`src/sv/ntrl_pkg.sv`:
```
// Shared types and codes for the NTFS run list decoder.
// Holds the beat structs, record and error codes, and a record builder.
// No dependencies.
package ntrl_pkg;

  typedef struct packed {
    logic [7:0] data_byte;
    logic       final_byte;
  } ntrl_in_t;

  typedef struct packed {
    logic [1:0]  record_kind;
    logic [2:0]  error_code;
    logic [63:0] cluster_count;
    logic [62:0] start_lcn;
    logic        is_sparse;
    logic        last_of_item;
  } ntrl_out_t;

  // Records handed from the decode stage to the output queue together.
  typedef struct packed {
    logic [1:0] num;
    ntrl_out_t  first;
    ntrl_out_t  second;
  } ntrl_push_t;

  localparam logic [1:0] KIND_RUN = 2'd0;
  localparam logic [1:0] KIND_END = 2'd1;
  localparam logic [1:0] KIND_ERR = 2'd2;

  localparam logic [2:0] ERR_NONE       = 3'd0;
  localparam logic [2:0] ERR_BAD_HEADER = 3'd1;
  localparam logic [2:0] ERR_ZERO_COUNT = 3'd2;
  localparam logic [2:0] ERR_TRUNCATED  = 3'd3;
  localparam logic [2:0] ERR_LCN_RANGE  = 3'd4;
  localparam logic [2:0] ERR_EMPTY      = 3'd5;

  function automatic ntrl_out_t make_rec(logic [1:0] kind, logic [2:0] err,
                                         logic [63:0] cnt, logic [62:0] lcn,
                                         logic sparse);
    ntrl_out_t r;
    r.record_kind   = kind;
    r.error_code    = err;
    r.cluster_count = cnt;
    r.start_lcn     = lcn;
    r.is_sparse     = sparse;
    r.last_of_item  = 1'b0;
    return r;
  endfunction

endpackage

```
`src/sv/ntfs_run_list_decoder.sv`:
```
// Top level of the NTFS run list decoder: decode stage plus result queue.
// Depends on ntrl_pkg, ntrl_core and ntrl_outq.
//
//   channel   valid/ready              payload     beat
//   --------  -----------------------  ----------  ------------------------
//   input     byte_valid / byte_ready  byte_data   one run list byte + flag
//   output    rec_valid / rec_ready    rec_data    one run, end or error rec
//
// One byte per cycle. A byte is held in the input register, decoded into the
// four-entry queue once the queue has room, and its first record is then shown
// from the queue's registered slot. A run ending on the final byte gives two
// records, drained one per cycle while rec_ready is high. Input stalls only
// while the queue holds more than two records. rst is synchronous and returns
// the decoder to expect-header with an empty queue.
module ntfs_run_list_decoder import ntrl_pkg::*; #(
  parameter int MAX_FIELD_BYTES = 8
) (
  input  logic      clk,
  input  logic      rst,
  input  logic      byte_valid,
  output logic      byte_ready,
  input  ntrl_in_t  byte_data,
  output logic      rec_valid,
  input  logic      rec_ready,
  output ntrl_out_t rec_data
);

  ntrl_push_t push;
  logic       room;

  ntrl_core #(
    .MAX_FIELD_BYTES(MAX_FIELD_BYTES)
  ) u_core (
    .clk       (clk),
    .rst       (rst),
    .byte_valid(byte_valid),
    .byte_ready(byte_ready),
    .byte_data (byte_data),
    .room      (room),
    .push      (push)
  );

  ntrl_outq u_outq (
    .clk      (clk),
    .rst      (rst),
    .push     (push),
    .room     (room),
    .rec_valid(rec_valid),
    .rec_ready(rec_ready),
    .rec_data (rec_data)
  );

endmodule

```
`src/sv/ntrl_core.sv`:
```
// Decode stage of the run list decoder: input register, run state, field
// gathering and LCN update. Depends on ntrl_pkg.
module ntrl_core import ntrl_pkg::*; #(
  parameter int MAX_FIELD_BYTES = 8
) (
  input  logic       clk,
  input  logic       rst,
  input  logic       byte_valid,
  output logic       byte_ready,
  input  ntrl_in_t   byte_data,
  input  logic       room,
  output ntrl_push_t push
);

  localparam int         ACC_W    = 8 * MAX_FIELD_BYTES;
  localparam logic [3:0] MAX_NIB  = 4'(MAX_FIELD_BYTES);

  localparam logic [1:0] PH_HEADER = 2'd0;
  localparam logic [1:0] PH_GATHER = 2'd1;
  localparam logic [1:0] PH_DONE   = 2'd2;

  logic             held_valid;
  ntrl_in_t         held;
  logic [1:0]       phase, phase_next;
  logic [3:0]       count_bytes, count_bytes_next;
  logic [3:0]       offset_bytes, offset_bytes_next;
  logic [3:0]       byte_position, byte_position_next;
  logic [ACC_W-1:0] count_accum, count_accum_next;
  logic [ACC_W-1:0] delta_accum, delta_accum_next;
  logic [62:0]      running_lcn, running_lcn_next;
  logic             any_run_seen, any_run_seen_next;

  logic             fire;
  logic [7:0]       d;
  logic             fin;
  logic             bad_hdr;
  logic [3:0]       rel;
  logic [ACC_W-1:0] count_m, delta_m;
  logic [63:0]      dz, delta64;
  logic             sgn;
  logic             last_field;
  logic [64:0]      sum65;
  logic             in_range;
  logic             do_clear;
  logic [1:0]       num;
  ntrl_out_t        rec0, rec1;

  assign fire       = held_valid && room;
  assign byte_ready = !held_valid || room;

  always_ff @(posedge clk) begin
    if (rst) begin
      held_valid <= 1'b0;
    end else if (byte_ready) begin
      held_valid <= byte_valid;
    end
    if (byte_ready && byte_valid) begin
      held <= byte_data;
    end
  end

  assign d   = held.data_byte;
  assign fin = held.final_byte;

  assign bad_hdr = (d[3:0] == 4'd0) || (d[3:0] > MAX_NIB) || (d[7:4] > MAX_NIB);

  // Place the current byte into its lane of the count or delta field.
  assign rel = byte_position - count_bytes;
  always_comb begin
    count_m = count_accum;
    delta_m = delta_accum;
    for (int i = 0; i < MAX_FIELD_BYTES; i++) begin
      if (byte_position < count_bytes && byte_position == 4'(i)) begin
        count_m[8*i +: 8] = d;
      end
      if (byte_position >= count_bytes && rel == 4'(i)) begin
        delta_m[8*i +: 8] = d;
      end
    end
  end

  assign last_field = ({1'b0, byte_position} + 5'd1) >=
                      ({1'b0, count_bytes} + {1'b0, offset_bytes});

  // Sign-extend the delta from its top gathered byte.
  assign dz = 64'(delta_m);
  always_comb begin
    sgn = 1'b0;
    for (int i = 0; i < 8; i++) begin
      if (offset_bytes == 4'(i + 1)) begin
        sgn = dz[8*i + 7];
      end
    end
    for (int i = 0; i < 8; i++) begin
      delta64[8*i +: 8] = (4'(i) < offset_bytes) ? dz[8*i +: 8] : {8{sgn}};
    end
  end

  assign sum65    = {2'b00, running_lcn} + {delta64[63], delta64};
  assign in_range = (sum65[64:63] == 2'b00);

  always_comb begin
    phase_next         = phase;
    count_bytes_next   = count_bytes;
    offset_bytes_next  = offset_bytes;
    byte_position_next = byte_position;
    count_accum_next   = count_accum;
    delta_accum_next   = delta_accum;
    running_lcn_next   = running_lcn;
    any_run_seen_next  = any_run_seen;
    do_clear           = 1'b0;
    num                = 2'd0;
    rec0               = make_rec(KIND_END, ERR_NONE, '0, '0, 1'b0);
    rec1               = make_rec(KIND_END, ERR_NONE, '0, '0, 1'b0);
    if (fire) begin
      case (phase)
        PH_HEADER: begin
          if (d == 8'd0) begin
            num = 2'd1;
            if (any_run_seen) begin
              rec0 = make_rec(KIND_END, ERR_NONE, '0, '0, 1'b0);
            end else begin
              rec0 = make_rec(KIND_ERR, ERR_EMPTY, '0, '0, 1'b0);
            end
            phase_next = PH_DONE;
            do_clear   = fin;
          end else if (bad_hdr) begin
            num        = 2'd1;
            rec0       = make_rec(KIND_ERR, ERR_BAD_HEADER, '0, '0, 1'b0);
            phase_next = PH_DONE;
            do_clear   = fin;
          end else if (fin) begin
            num      = 2'd1;
            rec0     = make_rec(KIND_ERR, ERR_TRUNCATED, '0, '0, 1'b0);
            do_clear = 1'b1;
          end else begin
            count_bytes_next   = d[3:0];
            offset_bytes_next  = d[7:4];
            byte_position_next = 4'd0;
            count_accum_next   = '0;
            delta_accum_next   = '0;
            phase_next         = PH_GATHER;
          end
        end
        PH_GATHER: begin
          count_accum_next = count_m;
          delta_accum_next = delta_m;
          if (!last_field) begin
            if (fin) begin
              num      = 2'd1;
              rec0     = make_rec(KIND_ERR, ERR_TRUNCATED, '0, '0, 1'b0);
              do_clear = 1'b1;
            end else begin
              byte_position_next = byte_position + 4'd1;
            end
          end else if (count_m == '0) begin
            num        = 2'd1;
            rec0       = make_rec(KIND_ERR, ERR_ZERO_COUNT, '0, '0, 1'b0);
            phase_next = PH_DONE;
            do_clear   = fin;
          end else if (offset_bytes != 4'd0 && !in_range) begin
            // Leave the running LCN as it was.
            num        = 2'd1;
            rec0       = make_rec(KIND_ERR, ERR_LCN_RANGE, '0, '0, 1'b0);
            phase_next = PH_DONE;
            do_clear   = fin;
          end else begin
            num = 2'd1;
            if (offset_bytes != 4'd0) begin
              running_lcn_next = sum65[62:0];
              rec0 = make_rec(KIND_RUN, ERR_NONE, 64'(count_m), sum65[62:0], 1'b0);
            end else begin
              rec0 = make_rec(KIND_RUN, ERR_NONE, 64'(count_m), '0, 1'b1);
            end
            any_run_seen_next = 1'b1;
            phase_next        = PH_HEADER;
            if (fin) begin
              num      = 2'd2;
              rec1     = make_rec(KIND_END, ERR_NONE, '0, '0, 1'b0);
              do_clear = 1'b1;
            end
          end
        end
        default: begin
          do_clear = fin;
        end
      endcase
      // Rearm on the buffer's final byte.
      if (do_clear) begin
        phase_next         = PH_HEADER;
        count_bytes_next   = 4'd0;
        offset_bytes_next  = 4'd0;
        byte_position_next = 4'd0;
        count_accum_next   = '0;
        delta_accum_next   = '0;
        running_lcn_next   = '0;
        any_run_seen_next  = 1'b0;
      end
    end
    rec0.last_of_item = (num == 2'd1);
    rec1.last_of_item = (num == 2'd2);
  end

  assign push.num    = num;
  assign push.first  = rec0;
  assign push.second = rec1;

  always_ff @(posedge clk) begin
    if (rst) begin
      phase         <= PH_HEADER;
      count_bytes   <= 4'd0;
      offset_bytes  <= 4'd0;
      byte_position <= 4'd0;
      count_accum   <= '0;
      delta_accum   <= '0;
      running_lcn   <= '0;
      any_run_seen  <= 1'b0;
    end else begin
      phase         <= phase_next;
      count_bytes   <= count_bytes_next;
      offset_bytes  <= offset_bytes_next;
      byte_position <= byte_position_next;
      count_accum   <= count_accum_next;
      delta_accum   <= delta_accum_next;
      running_lcn   <= running_lcn_next;
      any_run_seen  <= any_run_seen_next;
    end
  end

endmodule

```
`src/sv/ntrl_outq.sv`:
```
// Four-entry result queue of the run list decoder; takes up to two records
// per cycle and presents one record beat. Depends on ntrl_pkg.
module ntrl_outq import ntrl_pkg::*; (
  input  logic       clk,
  input  logic       rst,
  input  ntrl_push_t push,
  output logic       room,
  output logic       rec_valid,
  input  logic       rec_ready,
  output ntrl_out_t  rec_data
);

  ntrl_out_t  slot [4];
  logic [1:0] wr_ptr, rd_ptr;
  logic [2:0] fill, fill_next;
  logic       pop;

  assign pop       = rec_valid && rec_ready;
  assign rec_valid = (fill != 3'd0);
  assign rec_data  = slot[rd_ptr];
  // Room for the two records a byte can cause.
  assign room      = (fill <= 3'd2);
  assign fill_next = fill + {1'b0, push.num} - {2'b00, pop};

  always_ff @(posedge clk) begin
    if (rst) begin
      wr_ptr <= 2'd0;
      rd_ptr <= 2'd0;
      fill   <= 3'd0;
    end else begin
      wr_ptr <= wr_ptr + push.num;
      rd_ptr <= rd_ptr + {1'b0, pop};
      fill   <= fill_next;
    end
    if (push.num != 2'd0) begin
      slot[wr_ptr] <= push.first;
    end
    if (push.num == 2'd2) begin
      slot[wr_ptr + 2'd1] <= push.second;
    end
  end

endmodule

```
`config.mk`:
```
export PLATFORM = sky130hd
export DESIGN_NAME = ntfs_run_list_decoder
export DESIGN_NICKNAME = d
export VERILOG_FILES = /design/src/sv/ntrl_pkg.sv /design/src/sv/ntfs_run_list_decoder.sv /design/src/sv/ntrl_core.sv /design/src/sv/ntrl_outq.sv
export SDC_FILE = /design/constraint.sdc
export NUM_CORES = 2
export LEC_CHECK = 0
export ABC_AREA = 0
export BUFFER_PORTS_ARGS = -buffer_cell sky130_fd_sc_hd__clkbuf_2
export CORE_AREA = 3 3 255 257
export CTS_CLUSTER_DIAMETER = 50
export DETAILED_ROUTE_END_ITERATION = 10
export DIE_AREA = 0 0 258 260
export PLACE_DENSITY = 0.77
export SYNTH_ARGS = -nofsm -noshare
export SYNTH_HDL_FRONTEND = slang
export SYNTH_SLANG_ARGS = --single-unit
```
`constraint.sdc`:
```
create_clock -name clk -period 8.9 [get_ports clk]
set_input_delay 1.335 -clock clk [delete_from_list [all_inputs] [get_ports clk]]
set_output_delay 1.335 -clock clk [all_outputs]
set_load 0.02 [all_outputs]
```
Word-level counts from Yosys, hierarchy flattened
Memories as Yosys holds them, arrays and structs flattened. A register that Yosys moved wholly into a read port is not among the register bits.
Cells that the tools add are included.
- register bits: 223
- RAM bits: 536
- latch bits: 0
- memories: 1
- input bits: 13
- ROM bits: 0
- memories (memory ; words ; bits a word ; rd ports ; clocked after memory_dff ; write ports ; RTL line ; source):
    u_outq.slot ; 4 ; 134 ; 1 ; 1 ; 2 ; ntrl_outq.sv:13 ; ntrl_out_t slot [4];
- divide/modulo/power cells: 0
- equal/unequal tests: 37
- multiply operators: 0
- order comparisons: 14
- reductions and logical operators: 46
- bitwise gates (word level): 0
- multiplexer cells: 107
- shift-type cells: 0
- $add $sub $neg: 10
- operator list (kind ; number):
    2-to-1 mux 134 bit ; 8
    2-to-1 mux 63 bit ; 6
    2-to-1 mux 64 bit ; 5
    case mux 134 bit (2 select lines) ; 1
    case mux 64 bit (2 select lines) ; 2
    2-to-1 mux 8 bit ; 24
    adder 64 x 64 -> 65 bit ; 1
    2-to-1 mux 65 bit ; 1
    zero test 64 bit ; 1
    2-to-1 mux 4 bit ; 16
    equality test 4 x 3 -> 1 bit, second input constant ; 12
    2-to-1 mux 2 bit ; 15
    2-to-1 mux 1 bit ; 25
    equality test 4 x 2 -> 1 bit, second input constant ; 6
    logical AND 1 bit ; 20
    < comparator 3 x 4 -> 1 bit, first input constant ; 4
    inequality test 3 bit, second input constant ; 5
    AND reduction 5 bit ; 3
    equality test 4 x 1 -> 1 bit, second input constant ; 3
    zero test 4 bit ; 3
    inequality test 2 bit, second input constant ; 5
    nonzero test 2 bit ; 5
    greater-than comparator 4 bit, second input constant ; 2
    zero test 8 bit ; 1
    31 further kinds ; 40

Depth between registers and ports, before layout
- word-level depth: 25
- depth in mapped cells: 32

Modules after synthesis
A second synthesis with hierarchy kept.
- cell total of the unflattened synthesis: 3418
- area, all modules: 43183.9 sq um
- by module, submodules not included (module ; instances ; sequential area each (sq um) ; area an instance (sq um) ; cells each):
    ntrl_outq ; 1 ; 16235.6 ; 26927.1 ; 1342
    ntrl_core ; 1 ; 4414.2 ; 16256.8 ; 2076

Worst setup path after synthesis
No wires, ideal clock.
- path type: register to register
- from: register u_core.byte_position[0]
- to: register u_outq.fill[2]
- library setup time: 128 ps
- data required time: 8772 ps
- period minus slack after synthesis: 7340 ps
- data arrival time: 7213 ps
- path slack: 1560 ps
- buffers on the path: 2
- stages on the path, launching flop included: 30
- cells stage by stage: dfxtp_1 -> inv_1 -> ha_1 -> fa_1 -> a21boi_0 -> o21a_1 -> a211o_1 -> nor2_4 -> mux2i_1 -> o221ai_2 -> a21o_1 -> nor4_1 -> a21oi_1 -> ha_1 -> clkbuf_1 -> nand4_1 -> or4_1 -> o221a_1 -> a2111o_1 -> o2111ai_1 -> nand2_1 -> a21oi_1 -> a21bo_2 -> o211ai_4 -> buf_2 -> ha_1 -> fa_1 -> xnor2_1 -> xnor2_1 -> nor2_1
- longest elaborated chain between the ends: 24
- elaborated cells on any way between the ends: 81
- classes of those cells: 5 x add/sub; 3 x order compare; 14 x eq/ne; 37 x mux; 22 x reduce/logical
- ends and longest elaborated chain (what ; RTL line ; source):
    from (decl) ; ntrl_core.sv:27 ; logic [3:0] byte_position, byte_position_next;
    from (signal assigned) ; ntrl_core.sv:222 ; byte_position <= byte_position_next;
    subtractor 4 bit ; ntrl_core.sv:68 ; assign rel = byte_position - count_bytes;
    zero test 4 bit ; ntrl_core.sv:76 ; if (byte_position >= count_bytes && rel == 4'(i)) begin
    logical AND 1 bit ; ntrl_core.sv:76 ;
    2-to-1 mux 8 bit ; ntrl_core.sv:76 ;
    2-to-1 mux 1 bit (8 in a row) ; ntrl_core.sv:90 ; if (offset_bytes == 4'(i + 1)) begin
    2-to-1 mux 8 bit ; ntrl_core.sv:95 ; delta64[8*i +: 8] = (4'(i) < offset_bytes) ? dz[8*i +: 8] : {8{sgn}};
    adder 64 x 64 -> 65 bit ; ntrl_core.sv:99 ; assign sum65 = {2'b00, running_lcn} + {delta64[63], delta64};
    zero test 2 bit ; ntrl_core.sv:100 ; assign in_range = (sum65[64:63] == 2'b00);
    zero test 1 bit ; ntrl_core.sv:161 ; end else if (offset_bytes != 4'd0 && !in_range) begin
    logical AND 1 bit ; ntrl_core.sv:161 ;
    2-to-1 mux 2 bit ; ntrl_core.sv:161 ;
    2-to-1 mux 2 bit ; ntrl_core.sv:156 ; end else if (count_m == '0) begin
    2-to-1 mux 2 bit * ; ntrl_core.sv:148 ; if (!last_field) begin
    case mux 2 bit (2 select lines) * ; ntrl_core.sv:116 ; case (phase)
    2-to-1 mux 2 bit * ; ntrl_core.sv:115 ; if (fire) begin
    adder 3 x 2 -> 3 bit * ; ntrl_outq.sv:23 ; assign fill_next = fill + {1'b0, push.num} - {2'b00, pop};
    subtractor 3 x 1 -> 3 bit * ; ntrl_outq.sv:23 ;
    to (signal assigned) ; ntrl_outq.sv:33 ; fill <= fill_next;
    to (decl) ; ntrl_outq.sv:15 ; logic [2:0] fill, fill_next;
Every way passes the cells marked *; elsewhere a longest branch is shown, timed or not.
A chain may end at the register's enable or synchronous reset.

Worst setup path in the final report
Same ends and word-level chain as after synthesis.

==> flow_metrics.tcl <==
set metrics [dict create \
    ios 149 \
    vdd_drop_max_uv 258 \
    cp.arrival_ns 8.75 \
    cp-start-kind "flop" \
    num_rows 92 \
    cts.path.max_buffers 3 \
    grt_pass1_wl_um 189000 \
    grt_pass1_vias 33008 \
    io_buffers 148 \
    pre_cts_ws_ns 0.728 \
    cp_data_required_time_ns 9.38 \
    drt-wirelength-per-cell_um 23.8 \
    power.density_mw_per_mm2 205 \
    syn-mean-instance-area_um2 8.79 \
    seq_area_frac_synth 0.408 \
    reg2reg_to "u_outq.fill[2]$_SDFF_PP0_" \
    fmax_mhz 121 \
    synth-edff-count 13 \
    whs_path_depth 2 \
    drc 0 \
    path_max_fanout 13 \
    dieWidth_um 258 \
    routabilityCongestion 0.963 \
    htree_levels 3 \
    cap_violations 0 \
    fin_crit_ns 8.26 \
    criticalPathCategory "reg2reg" \
    synth_ff_type "dfxtp_1" \
    netlist_instances 4269 \
    dpl.cell_count 4938 \
    yosys.cell_types.count 87 \
    dieArea_mm2 0.0671 \
    viasPerCell 6.77 \
    hold_viol 0 \
    cts.sinks 759 \
    vias 34571 \
    n_antenna_cell 0 \
    final_cells 5106 \
    final_common_cell "nor2_1" \
    drtPass1Iterations 6 \
    grt-ovfl-total 0 \
    setup_ws_ns 0.636 \
    min_to "u_outq.slot[3][63]$_SDFFE_PP0P_" \
    crit_slowest_cell "or4_1" \
    finalMaxSlewViolations 0 \
    area_delta_synth_final_pct 11.6 \
    drtIter0Drc 4059 \
    nets 4286 \
    critPathMostFrequentCell "nor2_1" \
    tritoncts "yes" \
    cp-end-kind "flop" \
    layout-drive-gt1-share 0.139 \
    fp.dieH_um 260 \
    start_util 0.596 \
    tightest_slew_ns 1.19 \
    worst_clock_skew_ns 0.0264 \
    ys_warn_count 0 \
    final_cell_mix "nor2_1 (819), dfxtp_1 (744), nand2_1 (316)" \
    core_area_mm2 0.0630 \
    rsz0062_at_grt "no" \
    hold_class "reg2reg" \
    slew_headroom 0.208 \
    min_from "u_outq.slot[3][63]$_SDFFE_PP0P_" \
    clock_latency_ns 0.65 \
    postCtsHoldBufs 0 \
    status "complete, no violations" \
    detailed_place_hpwl_um 75500 \
    numCtsBuffers 90 \
    syn-num-nets 4371 \
    syn_area_mm2 0.0375 \
    r2r_slack_ns 0.64 \
    async_flop_share 0 \
    clk_pin_slew_worst_paths_ns 0.06 \
    reg2regPathDepth 30 \
    max_stage_delay_ns 0.62 \
    tns_ns 0 \
    cts-root-buf "clkbuf_16" \
    r2r_start "u_core.byte_position[0]$_SDFFE_PP0P_" \
    antenna_found_initial 1 \
    setup_viol 0 \
    drtAntennaViolNets 0 \
    leakagePower_nw 15.8 \
    track_usage 0.352 \
    grt_max_degree 178 \
    wl_um 122000 \
    post-route-period-util 0.929 \
    ys_ff_latch 759 \
]
critical path, delay by kind of cell (launching register included):
| kind | cells | cell delay, ns |
|---|---|---|
| buf+inv | 3 | 0.33 |
| mux | 1 | 0.40 |
| compound gates | 9 | 2.17 |
| flops | 1 | 0.44 |
| xor+xnor | 2 | 0.33 |
| fa+ha+maj | 5 | 1.64 |
| simple gates | 10 | 2.76 |
cell families (layout without fill, tap and decap cells):
family                   count (synthesis)  in the layout  synth area share
AO/OA/AOI/OAI                         1226           1226             0.233
multiplexers                           179            179            0.0929
XOR/XNOR                                67             67            0.0156
flip-flops                             759            759             0.408
AND/OR/NAND/NOR                       1508           1508             0.172
adder cells (fa/ha/maj)                 89             89            0.0305
buffers and inverters                  441            432            0.0478
metrics by stage:
step	hold WS (ns)	utilization	instance area (um^2)	power (mW)
global route	0.462	0.665	41900	8.80
finish	0.446	0.665	41900	8.56
floorplan	0.427	-	37500	4.33
CTS	0.449	0.665	41800	8.57
detailed placement	0.441	0.613	38600	4.68
global placement	0.435	0.613	38600	4.67
where the power goes:
group | leakage, nW | internal, mW | switching (mW)
sequential | 6.13 | 3.46 | 0.0962
combinational | 8.06 | 0.337 | 0.731
clock | 1.56 | 2.39 | 1.55
flip-flops by register name, indices dropped and copies added, names as in the netlist:
name,cells
u_core.count_bytes,4
u_core.delta_accum,64
u_core.held_valid,1
u_outq.slot,536
u_outq.rd_ptr,2
u_outq.fill,3
u_core.any_run_seen,1
u_core.running_lcn,63
u_core.d,8
u_core.offset_bytes,4
u_outq.wr_ptr,2
u_core.phase,2
u_core.byte_position,4
u_core.count_accum,64
u_core.fin,1
repair_timing:
action / CTS / global route
setup endpoints to repair: 0 / 79
setup buffers: 0 / 0
resized for setup: 0 / 2
how the worst max path moves through the flow:
stage	startpoint	end	slack (ns)	cells past startpoint
floorplan	u_core.byte_position[0]$_SDFFE_PP0P_	u_outq.fill[2]$_SDFF_PP0_	1.56	29
global placement	u_core.byte_position[0]$_SDFFE_PP0P_	u_outq.fill[2]$_SDFF_PP0_	0.90	29
detailed placement	u_core.byte_position[0]$_SDFFE_PP0P_	u_outq.fill[2]$_SDFF_PP0_	0.73	29
CTS	u_core.byte_position[0]$_SDFFE_PP0P_	u_outq.fill[2]$_SDFF_PP0_	0.53	29
global route	u_core.byte_position[0]$_SDFFE_PP0P_	u_outq.fill[2]$_SDFF_PP0_	0.15	29
finish	u_core.byte_position[0]$_SDFFE_PP0P_	u_outq.fill[2]$_SDFF_PP0_	0.64	30
cells in the mapped netlist, types with 11 or more instances:
library cell  instances  area (um^2)
nor3_1               36          180
buf_1                22         82.6
buf_2                98          490
o21bai_1             13         97.6
nor2_1              824         3090
a21o_1               30          225
or3_1                18          113
o2bb2ai_1            43          377
o21ai_0              94          470
a22o_1               23          201
dfxtp_1             746        14900
and2_1               15         93.8
nand3_1             144          721
o31ai_1              28          210
nor4_1               19          119
ha_1                 85         1060
nor2b_1              22          138
o211ai_1             15          113
a22oi_1             236         1770
xnor2_1              35          307
nand2b_1             24          150
mux2i_1              30          300
nand4_1              37          231
a211oi_1             18          135
o21a_1               24          180
edfxtp_1             13          390
a21oi_1             308         1540
inv_1                35          131
xor2_1               32          280
a31oi_1              11         68.8
mux2_2               14          158
clkbuf_1            281         1050
a32oi_1             299         2620
nand2_1             320         1200
mux4_2              134         3020
routing by layer:
metal  share of wire  GRT usage  up-vias
met5               0          0        -
met3           0.082     0.0506      371
li1                -          -    15674
met1            0.39      0.453    16677
met4           0.058      0.193        0
met2            0.47      0.574     1849
area by class of cell:
class,count,area (um^2)
fill,5099,21100
multi-input combinational,3069,20600
sequential,759,15300
clock buffer,119,2620
timing repair buffer,228,1540
tap,846,1060
clock inverter,49,621
inverter,36,135
Note: power is estimated with default switching activity, not from simulation.
